[src/rtl/core/kdet_pkg.sv]
package kdet_pkg;

   localparam int unsigned CodeW  = 8;
   localparam int unsigned ValueW = 54;
   localparam int unsigned SlotW  = 4;
   localparam int unsigned DigitW = 4;

   localparam logic [CodeW-1:0] CodeKey1  = 8'h02;
   localparam logic [CodeW-1:0] CodeKey9  = 8'h0A;
   localparam logic [CodeW-1:0] CodeKey0  = 8'h0B;
   localparam logic [CodeW-1:0] CodeEnter = 8'h1C;

   typedef struct packed {
      logic              valid;
      logic [ValueW-1:0] value;
   } commit_type;

endpackage

[src/rtl/core/kdet_if.sv]
interface kdet_req_if import kdet_pkg::*; ();
   logic             valid;
   logic             ready;
   logic [CodeW-1:0] scan_code;

   modport source (output valid, output scan_code, input ready);
   modport sink (input valid, input scan_code, output ready);
endinterface

interface kdet_rsp_if import kdet_pkg::*; ();
   logic              valid;
   logic              ready;
   logic [ValueW-1:0] committed_value;
   logic [SlotW-1:0]  slot;

   modport source (output valid, output committed_value, output slot, input ready);
   modport sink (input valid, input committed_value, input slot, output ready);
endinterface

[src/rtl/core/kdet_accum.sv]
module kdet_accum import kdet_pkg::*; #(
   parameter int unsigned DIGITS_PER_NUMBER = 16
) (
   input  logic             clock,
   input  logic             reset,
   input  logic             accept,
   input  logic [CodeW-1:0] scan_code,
   output commit_type       commit
);

   localparam int unsigned CountW = $clog2(DIGITS_PER_NUMBER + 1);

   logic [ValueW-1:0] run_ff, run_in;
   logic [CountW-1:0] count_ff, count_in;
   logic              is_digit;
   logic              is_enter;
   logic [DigitW-1:0] digit;
   logic [ValueW-1:0] run_next;

   assign is_digit = ((scan_code >= CodeKey1) && (scan_code <= CodeKey9)) ||
                     (scan_code == CodeKey0);
   assign is_enter = (scan_code == CodeEnter);
   assign digit    = (scan_code == CodeKey0) ? '0 : DigitW'(scan_code - 8'd1);
   // times ten as two shifted adds, kept modulo the value width
   assign run_next = (run_ff << 3) + (run_ff << 1) + ValueW'(digit);

   always_comb begin
      run_in       = run_ff;
      count_in     = count_ff;
      commit.valid = 1'b0;
      commit.value = run_ff;
      if (accept && is_enter) begin
         commit.valid = 1'b1;
         run_in       = '0;
         count_in     = '0;
      end else if (accept && is_digit) begin
         if (count_ff == CountW'(DIGITS_PER_NUMBER - 1)) begin
            commit.valid = 1'b1;
            commit.value = run_next;
            run_in       = '0;
            count_in     = '0;
         end else begin
            run_in   = run_next;
            count_in = count_ff + CountW'(1);
         end
      end
   end

   always_ff @(posedge clock) begin
      if (reset) begin
         run_ff   <= '0;
         count_ff <= '0;
      end else begin
         run_ff   <= run_in;
         count_ff <= count_in;
      end
   end

endmodule

[src/rtl/core/kdet_table.sv]
module kdet_table import kdet_pkg::*; #(
   parameter int unsigned TABLE_DEPTH = 16
) (
   input  logic       clock,
   input  logic       reset,
   input  commit_type commit,
   output logic       ready,
   kdet_rsp_if.source rsp
);

   localparam int unsigned IdxW     = (TABLE_DEPTH > 1) ? $clog2(TABLE_DEPTH) : 1;
   localparam int unsigned OutDepth = 3;
   localparam logic [1:0]  OutLast  = 2'(OutDepth - 1);

   logic [ValueW-1:0] number_mem [TABLE_DEPTH];

   logic [IdxW-1:0]   slot_ff, slot_in;
   logic              pend_valid_ff;
   logic [IdxW-1:0]   pend_slot_ff;
   logic [ValueW-1:0] out_value_ff [OutDepth];
   logic [SlotW-1:0]  out_slot_ff [OutDepth];
   logic [1:0]        wr_ptr_ff, wr_ptr_in;
   logic [1:0]        rd_ptr_ff, rd_ptr_in;
   logic [1:0]        count_ff, count_in;
   logic              push;
   logic              pop;

   assign slot_in = (slot_ff == IdxW'(TABLE_DEPTH - 1)) ? '0 : slot_ff + IdxW'(1);

   assign push = pend_valid_ff;
   assign pop  = rsp.valid && rsp.ready;

   assign wr_ptr_in = !push ? wr_ptr_ff : ((wr_ptr_ff == OutLast) ? '0 : wr_ptr_ff + 2'd1);
   assign rd_ptr_in = !pop ? rd_ptr_ff : ((rd_ptr_ff == OutLast) ? '0 : rd_ptr_ff + 2'd1);
   assign count_in  = count_ff + 2'(push) - 2'(pop);

   // room for the queued items plus the one being read back
   assign ready = ({1'b0, count_ff} + {2'b0, pend_valid_ff}) < 3'(OutDepth);

   assign rsp.valid           = (count_ff != '0);
   assign rsp.committed_value = out_value_ff[rd_ptr_ff];
   assign rsp.slot            = out_slot_ff[rd_ptr_ff];

   // table write on commit, read back in the cycle after
   always_ff @(posedge clock) begin
      if (commit.valid) begin
         number_mem[slot_ff] <= commit.value;
      end
      if (push) begin
         out_value_ff[wr_ptr_ff] <= number_mem[pend_slot_ff];
         out_slot_ff[wr_ptr_ff]  <= SlotW'(pend_slot_ff);
      end
      pend_slot_ff <= slot_ff;
   end

   always_ff @(posedge clock) begin
      if (reset) begin
         slot_ff       <= '0;
         pend_valid_ff <= 1'b0;
         wr_ptr_ff     <= '0;
         rd_ptr_ff     <= '0;
         count_ff      <= '0;
      end else begin
         if (commit.valid) begin
            slot_ff <= slot_in;
         end
         pend_valid_ff <= commit.valid;
         wr_ptr_ff     <= wr_ptr_in;
         rd_ptr_ff     <= rd_ptr_in;
         count_ff      <= count_in;
      end
   end

   a_commit_pending: assert property (@(posedge clock) disable iff (reset)
      commit.valid |=> pend_valid_ff && (pend_slot_ff == $past(slot_ff)))
      else $error("committed item not pending for read back");

   a_no_overflow: assert property (@(posedge clock) disable iff (reset)
      push && !pop |-> count_ff < 2'(OutDepth))
      else $error("output queue overflow");

   a_commit_room: assert property (@(posedge clock) disable iff (reset)
      commit.valid |-> ready)
      else $error("commit without output room");

endmodule

[src/rtl/core/keypad_decimal_entry_table_unit.sv]
// channel   dir  payload                         handshake
// req_ch    in   scan_code[7:0]                  valid/ready
// rsp_ch    out  committed_value[53:0], slot[3:0] valid/ready
//
// one scan code per cycle while ready is high; a commit
// writes the table in the accept cycle, reads the entry back
// the next cycle and queues it for rsp_ch.
// a three-entry output queue keeps input flowing while results wait
// synchronous reset clears the running number, digit count and write slot
module keypad_decimal_entry_table_unit import kdet_pkg::*; #(
   parameter int unsigned DIGITS_PER_NUMBER = 16,
   parameter int unsigned TABLE_DEPTH       = 16
) (
   input logic        clock,
   input logic        reset,
   kdet_req_if.sink   req_ch,
   kdet_rsp_if.source rsp_ch
);

   commit_type commit;
   logic       ready;

   assign req_ch.ready = ready;

   kdet_accum #(
      .DIGITS_PER_NUMBER (DIGITS_PER_NUMBER)
   ) u_accum (
      .clock     (clock),
      .reset     (reset),
      .accept    (req_ch.valid && ready),
      .scan_code (req_ch.scan_code),
      .commit    (commit)
   );

   kdet_table #(
      .TABLE_DEPTH (TABLE_DEPTH)
   ) u_table (
      .clock  (clock),
      .reset  (reset),
      .commit (commit),
      .ready  (ready),
      .rsp    (rsp_ch)
   );

endmodule
[src/flat_wrapper.sv]
// flat-port wrapper written by rule: the top's interface ports become plain ports
module keypad_decimal_entry_table_unit_flat import kdet_pkg::*;
#(
   parameter int unsigned DIGITS_PER_NUMBER = 16,
   parameter int unsigned TABLE_DEPTH       = 16
)
  (clock, reset, req_ch_valid, req_ch_scan_code, req_ch_ready, rsp_ch_valid, rsp_ch_committed_value, rsp_ch_slot, rsp_ch_ready);
  kdet_req_if req_ch_i ();
  kdet_rsp_if rsp_ch_i ();
  input logic clock;
  input logic reset;
  input wire logic [$bits(req_ch_i.valid)-1:0] req_ch_valid;
  input wire logic [$bits(req_ch_i.scan_code)-1:0] req_ch_scan_code;
  output wire logic [$bits(req_ch_i.ready)-1:0] req_ch_ready;
  output wire logic [$bits(rsp_ch_i.valid)-1:0] rsp_ch_valid;
  output wire logic [$bits(rsp_ch_i.committed_value)-1:0] rsp_ch_committed_value;
  output wire logic [$bits(rsp_ch_i.slot)-1:0] rsp_ch_slot;
  input wire logic [$bits(rsp_ch_i.ready)-1:0] rsp_ch_ready;
  assign req_ch_i.valid = req_ch_valid;
  assign req_ch_i.scan_code = req_ch_scan_code;
  assign req_ch_ready = req_ch_i.ready;
  assign rsp_ch_valid = rsp_ch_i.valid;
  assign rsp_ch_committed_value = rsp_ch_i.committed_value;
  assign rsp_ch_slot = rsp_ch_i.slot;
  assign rsp_ch_i.ready = rsp_ch_ready;
  keypad_decimal_entry_table_unit #(.DIGITS_PER_NUMBER(DIGITS_PER_NUMBER), .TABLE_DEPTH(TABLE_DEPTH)) u_core (.clock(clock), .reset(reset), .req_ch(req_ch_i), .rsp_ch(rsp_ch_i));
endmodule
[config.mk]
export PLATFORM = sky130hd
export DESIGN_NAME = keypad_decimal_entry_table_unit_flat
export DESIGN_NICKNAME = d
export VERILOG_FILES = /design/src/rtl/core/kdet_pkg.sv /design/src/rtl/core/kdet_if.sv /design/src/rtl/core/kdet_accum.sv /design/src/rtl/core/kdet_table.sv /design/src/rtl/core/keypad_decimal_entry_table_unit.sv /design/src/flat_wrapper.sv
export SDC_FILE = /design/constraint.sdc
export NUM_CORES = 1
export LEC_CHECK = 0
export ABC_AREA = 1
export BUFFER_PORTS_ARGS = -buffer_cell sky130_fd_sc_hd__buf_2
export CORE_UTILIZATION = 35
export CTS_CLUSTER_SIZE = 16
export DETAILED_ROUTE_END_ITERATION = 8
export GPL_ROUTABILITY_DRIVEN = 0
export PLACE_DENSITY = 0.56
export SYNTH_ARGS = -nofsm -noshare
export SYNTH_HDL_FRONTEND = slang
export SYNTH_HIERARCHICAL = 1
export SYNTH_SLANG_ARGS = --single-unit
[constraint.sdc]
create_clock -name clock -period 6.85 [get_ports clock]
set_input_delay 1.7125 -clock clock [delete_from_list [all_inputs] [get_ports clock]]
set_output_delay 1.7125 -clock clock [all_outputs]
set_load 0.005 [all_outputs]
**Word-level counts from Yosys, hierarchy flattened**

Memories as Yosys holds them, arrays and structs flattened. A register that Yosys moved wholly into a read port is not among the register bits.
Cells that the tools add are included.

- Memories: 3
- Register bits: 74
- Input bits: 12
- Output and inout port bits: 60
- RAM bits: 1038

Memories:

| name | words | bits a word | rd ports | clocked after memory_dff | wr ports | line | source |
|---|---|---|---|---|---|---|---|
| u_core.u_table.number_mem | 16 | 54 | 1 | 1 | 1 | kdet_table.sv:15 | `logic [ValueW-1:0] number_mem [TABLE_DEPTH];` |
| u_core.u_table.out_value_ff | 3 | 54 | 1 | 1 | 1 | kdet_table.sv:20 | `logic [ValueW-1:0] out_value_ff [OutDepth];` |
| u_core.u_table.out_slot_ff | 3 | 4 | 1 | 1 | 1 | kdet_table.sv:21 | `logic [SlotW-1:0] out_slot_ff [OutDepth];` |

- Muxes and demuxes: 18
- Reduce and logical (&&, ||, !) cells: 8
- Magnitude comparators: 3
- Equality and inequality tests: 6
- $add $sub $neg: 10

Operators with widths:

| kind | number |
|---|---|
| $mux W55 | 2 |
| $mux W54 | 2 |
| $add A54 B4 Y54 | 1 |
| $add A54 B54 Y54 | 1 |
| $mux W2 | 6 |
| $eq A8 B4 Y1 const B | 1 |
| $eq A8 B5 Y1 const B | 1 |
| $ge A8 B2 Y1 const B | 1 |
| $le A8 B4 Y1 const B | 1 |
| $mux W4 | 2 |
| $add A5 B1 Y5 const B | 1 |
| $eq A5 B4 Y1 const B | 1 |
| $logic_and A1 B1 Y1 | 5 |
| $mux W1 | 5 |
| $mux W5 | 1 |
| $add A2 B1 Y2 const B | 2 |
| $add A4 B1 Y4 const B | 1 |
| $eq A2 B2 Y1 const B | 2 |
| $eq A4 B4 Y1 const B | 1 |
| $sub A4 B1 Y4 const B | 1 |
| $add A2 B1 Y3 | 1 |
| $lt A3 B2 Y1 const B | 1 |
| $add A2 B1 Y2 | 1 |
| $reduce_bool A2 Y1 | 1 |
| other kinds (3) | 3 |

**Longest topological paths before layout**

Gate-level depths: netlist (run 1).

- Word-level depth: 8
- Gate-level depth with buffers: 22

**Cells and area by module**

The synthesis (run 1) kept the hierarchy.

Modules (own cells, without submodules):

| module | sequential area each (um^2) | times used | cells an instance | area each (um^2) |
|---|---|---|---|---|
| kdet_table | 31510.2 | 1 | 4007 | 44021.0 |
| kdet_accum | 1181.1 | 1 | 1465 | 8095.3 |
| keypad_decimal_entry_table_unit | 0.0 | 1 | 2 | 7.5 |

**Worst setup path before layout (run 1)**

Ideal clock, no wire load.

- Kind: input port to flip-flop
- Start point: in req_ch_scan_code[0]
- End point: mem u_core.u_table.number_mem[3][0], enable pin
- Setup slack: 1.165 ns
- Stages: 12
- Library setup time: 0.466 ns
- Buffers on the path: 0
- Arrival: 5.219 ns
- Cell sequence: inv_1 ha_1 nor3_1 o21ai_2 nand2_4 nor3_4 nand2_2 nor2_4 inv_2 nand2_1 nand2_1 nor2_1

RTL lines:

| element | line | source |
|---|---|---|
| start, declared | flat_wrapper.sv:13 | `input wire logic [$bits(req_ch_i.scan_code)-1:0] req_ch_scan_code;` |
| end, declared | kdet_table.sv:15 |  |

==> flow_metrics.tcl, run 1 <==
set metrics [dict create \
    status "completed" \
    skew_ns 0.0280 \
    dpl_cell_area_um2 54400 \
    synth_cell_types 45 \
    period_share_pct 71.1 \
    vias 36300 \
    critPathRequiredTime_ns 7.30 \
    ant_nets 0 \
    drc_errors 0 \
    finalCriticalPeriod_ns 4.87 \
    die_h_um 388 \
    n_fill_cell 14400 \
    cts_tree "built" \
    routed_wl_um 143000 \
    initial_core_util_pct 35.3 \
    setup_viol 0 \
    antenna_found_initial 8 \
    die_area_um2 150000 \
    cp_slowest_cell "nand2_1" \
    slowest_delay_ns 0.45 \
    finalWorstSetupSlack_ns 1.98 \
    grt_start_max_net_pins 209 \
    wl_per_cell_um 19.0 \
    pre_cts_ws_ns 1.23 \
    vdd_drop_max_uv 185 \
    path_max_fanout 16 \
    layout_commonest_cell "nand2_1" \
    arrival_ns 5.32 \
    drv_slew 0 \
    synth_area_per_cell_um2 9.52 \
    clk_pin_slew_worst_paths_ns 0.06 \
    r2r_cells 18 \
    areaGrowthSynthToFinish_pct 11.5 \
    final.setup.tns_ns 0 \
    clk_path_buf_depth 3 \
    syn_inst 5474 \
    layout.nets 5623 \
    seq_area_frac_synth_pct 62.7 \
    worst_pin_slew_ns 1.22 \
    root_buffer "clkbuf_16" \
    crit_type "primary input to flop" \
    numCtsBuffers 111 \
    cts_sinks 1114 \
    cpMostUsedCell "nand2_1" \
    min_path_type "flop to flop" \
    endpoint_kind "flop" \
    final_area_um2 58100 \
    finalHoldViolations 0 \
    cp_num_cells 20 \
    maxCapViolCount 0 \
    critPathLaunchType "primary input" \
    grt_pass1_vias 34000 \
    total_power_uw 13900 \
    initialDrtViolationCount 2860 \
    grt_remaining_overflow 0 \
    p_per_area_nw_per_um2 238 \
    hold_ws_ns 0.379 \
    synth_nets 5601 \
    synth.ff_latch_count 1114 \
    crit_chain "buf_2 > inv_1 > ha_1 > nand2_1 > inv_1 > nor2_1 > ha_1 > ha_1 > inv_1 > fa_1 > inv_1 > nand2_1 > nand3_1 > nand2_1 > nand3_1 > nand2_1 > nand2_1 > xor2_1 > nand2_1 > nand2_1" \
    whs_path_depth 0 \
    rows 141 \
    grt_first_pass_wirelength_um 213000 \
    crit_buf_inv 5 \
    hold_buffers 0 \
    post_cts_resized 0 \
    grt_usage_pct 18.8 \
    ys.warnings.count 6 \
    syn_area_um2 52100 \
    first_pass_iters 6 \
    chipWidth_um 388 \
    hpwl_um 83200 \
    fmax_mhz 205 \
    ctsHtreeMaxLevel 3 \
    coreArea_um2 148000 \
    clk_latency_ns 0.74 \
    portBuffers 71 \
    pin_count 72 \
    rsz0062_at_grt "false" \
    relSlewSlack_pct 18.6 \
    drive_gt1_share_pct 6.19 \
    final_cell_mix "nand2_1 (1,832), edfxtp_1 (1,038), inv_1 (908), nand3_1 (753), a21oi_1 (207)" \
    crit_family "simple AND/OR/NAND/NOR gates" \
    postCtsSetupRepairBufs 0 \
    p_leak_uw 0.0250 \
    post_drt_via_cell_ratio 4.83 \
]
==> flip-flops by register name (all words and copies together) (netlist names), 4 cells and up, named ones only <==
| register | flops |
|---|---|
| u_core/u_table/number_mem | 864 |
| u_core/u_table/out_value_ff | 162 |
| u_core/u_accum/run_ff | 54 |
| u_core/u_table/out_slot_ff | 12 |
| u_core/u_accum/count_ff | 5 |
| u_core/u_table/pend_slot_ff | 4 |
| u_core/u_table/slot_ff | 4 |
==> logic make-up after synthesis <==
family | count (synthesis) | synth area share [%]
buffers and inverters | 1148 | 9.05
AND/OR/NAND/NOR | 2820 | 22.4
flip-flops | 1114 | 62.7
XOR/XNOR | 29 | 0.487
AO/OA/AOI/OAI | 248 | 2.51
adder cells (fa/ha/maj) | 115 | 2.79
==> metal layers <==
layer	global-route usage (%)	share of wire, %
met1	25.5	45
met2	30.3	46
met3	3.45	6.8
met4	5.84	2.5
met5	0	0.0091
==> synth_stat cells (all sizes together) <==
master / count / area share (%)
nand4: 11 / 0.13
a21boi: 3 / 0.043
xor2: 26 / 0.44
nor2: 176 / 1.3
a2bb2oi: 1 / 0.017
nor3b: 1 / 0.014
o21ai: 18 / 0.18
and2: 5 / 0.060
fa: 2 / 0.077
edfxtp: 1038 / 60
o21bai: 8 / 0.12
clkbuf: 44 / 0.32
a22oi: 3 / 0.043
nand3: 753 / 7.2
o21a: 1 / 0.014
ha: 113 / 2.7
a211oi: 2 / 0.029
or2: 8 / 0.096
xnor2: 3 / 0.050
nand3b: 11 / 0.16
o211a: 2 / 0.038
nor3: 17 / 0.18
buf: 186 / 2.1
a21o: 1 / 0.014
a21oi: 207 / 2.0
nor4: 2 / 0.024
inv: 918 / 6.6
dfxtp: 76 / 2.9
nand2: 1835 / 13
o31ai: 1 / 0.014
o211ai: 1 / 0.014
and3: 1 / 0.012
==> layout make-up <==
cell class                 instances  area, µm²  share of cell area, %
clock inverter                    57        548                  0.943
multi-input combinational       3212      14800                   25.5
inverter                         918       3470                   5.97
sequential                      1114      32700                   56.3
clock buffer                     151       3090                   5.32
timing repair buffer             139       1020                   1.75
antenna                            2       5.00                0.00861
tap                             1930       2410                   4.16
==> worst register-to-register path, stage by stage, from the launching register on <==
cell and delay (ns):
dfxtp_1 0.34, ha_1 0.20, ha_1 0.26, a21oi_1 0.15, buf_4 0.27, nand2_1 0.09, inv_1 0.07, and3_1 0.32
nand2_4 0.11, nor3_4 0.16, nand2_2 0.10, nor2_4 0.10, inv_2 0.04, nand2_1 0.24, nand2_1 0.28, inv_1 0.16
nand2_1 0.10, clkinv_2 0.49, buf_12 0.35
==> path summary, 6_finish.rpt <==
path	startpoint	endpoint	slack, ns
max	req_ch_scan_code[0]	u_core/u_table/number_mem[1][32]	1.98
min	u_core/u_table/slot_ff[3]	u_core/u_table/pend_slot_ff[3]	0.38
max reg2reg	u_core/u_table/count_ff[0]	u_core/u_table/number_mem[15][5]	2.65
min reg2reg	u_core/u_table/slot_ff[3]	u_core/u_table/pend_slot_ff[3]	0.38
==> where the power goes <==
part / internal, µW / switching, µW / leakage [µW]
Sequential: 7330 / 7.57 / 0.0110
Combinational: 154 / 279 / 0.0122
Clock: 3500 / 2580 / 0.00178
==> stage by stage <==
stage | util (%) | cells
after floorplan | - | 5474
after global placement | 36.8 | 7313
after detailed placement | 36.8 | 7313
after CTS | 39.3 | 7521
after global routing | 39.3 | 7522
final | 39.3 | 7523
No activity file was read; power rests on OpenSTA's default activity.
==> run 2: changes to the inputs <==
--- a/config.mk
+++ b/config.mk
@@ -5,13 +5,13 @@
 export SDC_FILE = /design/constraint.sdc
 export NUM_CORES = 1
 export LEC_CHECK = 0
-export ABC_AREA = 1
+export ABC_AREA = 0
 export BUFFER_PORTS_ARGS = -buffer_cell sky130_fd_sc_hd__buf_2
 export CORE_UTILIZATION = 35
 export CTS_CLUSTER_SIZE = 16
 export DETAILED_ROUTE_END_ITERATION = 8
 export GPL_ROUTABILITY_DRIVEN = 0
-export PLACE_DENSITY = 0.56
+export PLACE_DENSITY = 0.58
 export SYNTH_ARGS = -nofsm -noshare
 export SYNTH_HDL_FRONTEND = slang
 export SYNTH_HIERARCHICAL = 1
==> constraint.sdc (replaced) <==
create_clock -name clock -period 3.9 [get_ports clock]
set_input_delay 0.975 -clock clock [delete_from_list [all_inputs] [get_ports clock]]
set_output_delay 0.975 -clock clock [all_outputs]
set_load 0.005 [all_outputs]
==> flow_metrics.tcl, run 2 <==
set metrics [dict create \
    status "completed" \
    seq_area_frac_synth_pct 70.8 \
    met1_length_um 49500 \
    routed_wl_um 116000 \
    grt_usage_pct 17.4 \
    skew_ns 0.0381 \
    synth_nets 2795 \
    utilization_pct 42.2 \
    initialDrtViolationCount 2259 \
    async_flop_share_pct 0 \
    synthFlopType "edfxtp_1" \
    chipWidth_um 365 \
    maxCapViolCount 0 \
    endpoint_kind "flop" \
    portBuffers 71 \
    grt_start_max_net_pins 91 \
    grt_pass1_vias 26000 \
    layout_commonest_cell "edfxtp_1" \
    areaGrowthSynthToFinish_pct 18.9 \
    drive_gt1_share_pct 25.8 \
    arrival_ns 4.30 \
    synth_commonest_cells "edfxtp_1 (1,038), nand2_1 (239), mux4_2 (216), o21ai_0 (120), a22oi_1 (117)" \
    finalHoldViolations 0 \
    wl_per_cell_um 24.4 \
    clk_path_buf_depth 3 \
    cts_tree "built" \
    root_buffer "clkbuf_16" \
    coreArea_um2 130000 \
    die_area_um2 133000 \
    clk_latency_ns 0.73 \
    p_per_area_nw_per_um2 438 \
    p_leak_uw 0.0177 \
    synth.ff_latch_count 1114 \
    initial_core_util_pct 35.5 \
    finalCriticalPeriod_ns 3.88 \
    wl_met3_um 7250 \
    period_share_pct 99.6 \
    numCtsBuffers 106 \
    ctsHtreeMaxLevel 3 \
    grt_remaining_overflow 0 \
    crit_type "primary input to flop" \
    top_layer_used "met4" \
    vdd_drop_max_uv 330 \
    syn_inst 2668 \
    path_max_fanout 16 \
    top_register "u_core/u_table/number_mem" \
    wl_met2_um 56300 \
    layout.nets 3041 \
    final_cell_mix "edfxtp_1 (1,038), nand2_1 (237), mux4_2 (216), buf_4 (125), a22oi_1 (117)" \
    synth_enable_flop_cells 1038 \
    drv_slew 0 \
    hold_buffers 0 \
    syn_area_um2 46200 \
    pin_count 72 \
    synth_area_leaders "edfxtp_1 (68%), mux4_2 (11%), dfxtp_1 (3.3%)" \
    clk_pin_slew_worst_paths_ns 0.06 \
    ant_nets 0 \
    synth_cell_types 67 \
    yosysTopAreaCellShare_pct 67.5 \
    setup_viol 0 \
    vias 25500 \
    synth_area_per_cell_um2 17.3 \
    hpwl_um 71100 \
    ys.warnings.count 6 \
    worst_pin_slew_ns 0.929 \
    fmax_mhz 257 \
    reg.largest.list "u_core/u_table/number_mem x864, u_core/u_table/out_value_ff x162, u_core/u_accum/run_ff x54" \
    post_drt_via_cell_ratio 5.37 \
    min_path_type "flop to flop" \
    n_fill_cell 11500 \
    die_h_um 365 \
    critPathLaunchType "primary input" \
    cts_sinks 1114 \
    antenna_found_initial 2 \
    rows 132 \
    synth.most_common_cell "edfxtp_1" \
    relSlewSlack_pct 38.0 \
    rsz0062_at_grt "true" \
    critPathRequiredTime_ns 4.31 \
    total_power_uw 24000 \
    grt_first_pass_wirelength_um 170000 \
    drc_errors 0 \
    first_pass_iters 6 \
    yosysTopAreaCell "edfxtp_1" \
    largest_reg_flops 864 \
]
run 2: cell types whose count changed after synthesis, sizes merged, moves of 20 or more:
cell	previous run	this run
nor2	176	86
a22oi	3	117
a22o	0	20
xnor2	3	25
inv	918	30
mux4	0	216
a21oi	207	79
nand2	1835	239
mux2i	0	64
clkbuf	44	83
nand3	753	29
buf	186	50
o21ai	18	138
run 2: layout make-up:
type | instances | area [µm²] | area share [%]
sequential | 1114 | 32700 | 59.6
multi-input combinational | 1394 | 13300 | 24.2
timing repair buffer | 268 | 2760 | 5.02
antenna | 1 | 2.50 | 0.00456
clock inverter | 84 | 1120 | 2.04
tap | 1742 | 2180 | 3.97
inverter | 30 | 113 | 0.205
clock buffer | 117 | 2690 | 4.91
run 2: worst max-delay path: stages:
cell	delay (ns)
buf_8	0.10
nor3_4	0.17
xor2_1	0.18
buf_4	0.14
nand2b_4	0.06
fa_1	0.47
buf_4	0.16
fa_2	0.33
nand2b_4	0.17
a21oi_4	0.22
o211ai_1	0.14
o221ai_2	0.14
o21bai_2	0.19
a21oi_1	0.29
xor2_1	0.14
mux2_2	0.41
run 2: kinds of logic (layout without fill, tap and decap cells):
kind of cell    count (synthesis)  in the layout  share of synthesized area, %
other cells                     0              1                             0
simple gates                  475            476                          4.61
buf+inv                       163            499                          1.66
compound gates                459            459                          6.56
fa+ha+maj                     115            115                          3.15
xor+xnor                       46             46                         0.873
flops                        1114           1114                          70.8
mux                           296            298                          12.3
run 2: worst paths after layout:
check                                                 from  cells after the start  slack, ns                          endpoint
worst max-delay path                   req_ch_scan_code[2]                     16       0.02  u_core/u_table/number_mem[1][44]
worst min-delay path             u_core/u_table/slot_ff[1]                      0       0.43    u_core/u_table/pend_slot_ff[1]
worst max register to register  u_core/u_table/count_ff[0]                     13       0.19  u_core/u_table/number_mem[1][28]
worst min register to register   u_core/u_table/slot_ff[1]                      0       0.43    u_core/u_table/pend_slot_ff[1]
run 2: timing repair:
item,CTS,global route
setup buffers,1,8
pin swaps,1,23
gates cloned,1,2
gates resized for setup,6,37
endpoints found under the setup margin,112,405
run 2: per-layer routing:
metal	up-vias	track usage, %
met5	-	0
met4	0	5.38
met3	157	2.53
met2	853	28.8
met1	13300	23.6
li1	11200	-
run 2: where the power goes:
part           switching [µW]  internal (µW)
Combinational            67.3           44.8
Sequential               2.11          12900
Clock                    4590           6470
Total                    4660          19400
run 2: metrics by stage:
step	hold slack [ns]	cells	area (µm²)	setup TNS (ns)	setup slack [ns]
after detailed placement	0.440	4536	50700	-454.64	-0.862
after global placement	0.421	4536	50700	-409.90	-0.801
after CTS	0.433	4739	54500	-0.000135	-0.000135
after floorplan	0.329	2668	46500	-22.40	-0.278
after global routing	0.446	4749	54900	-1.61	-0.0567
final	0.430	4750	54900	0	0.0151
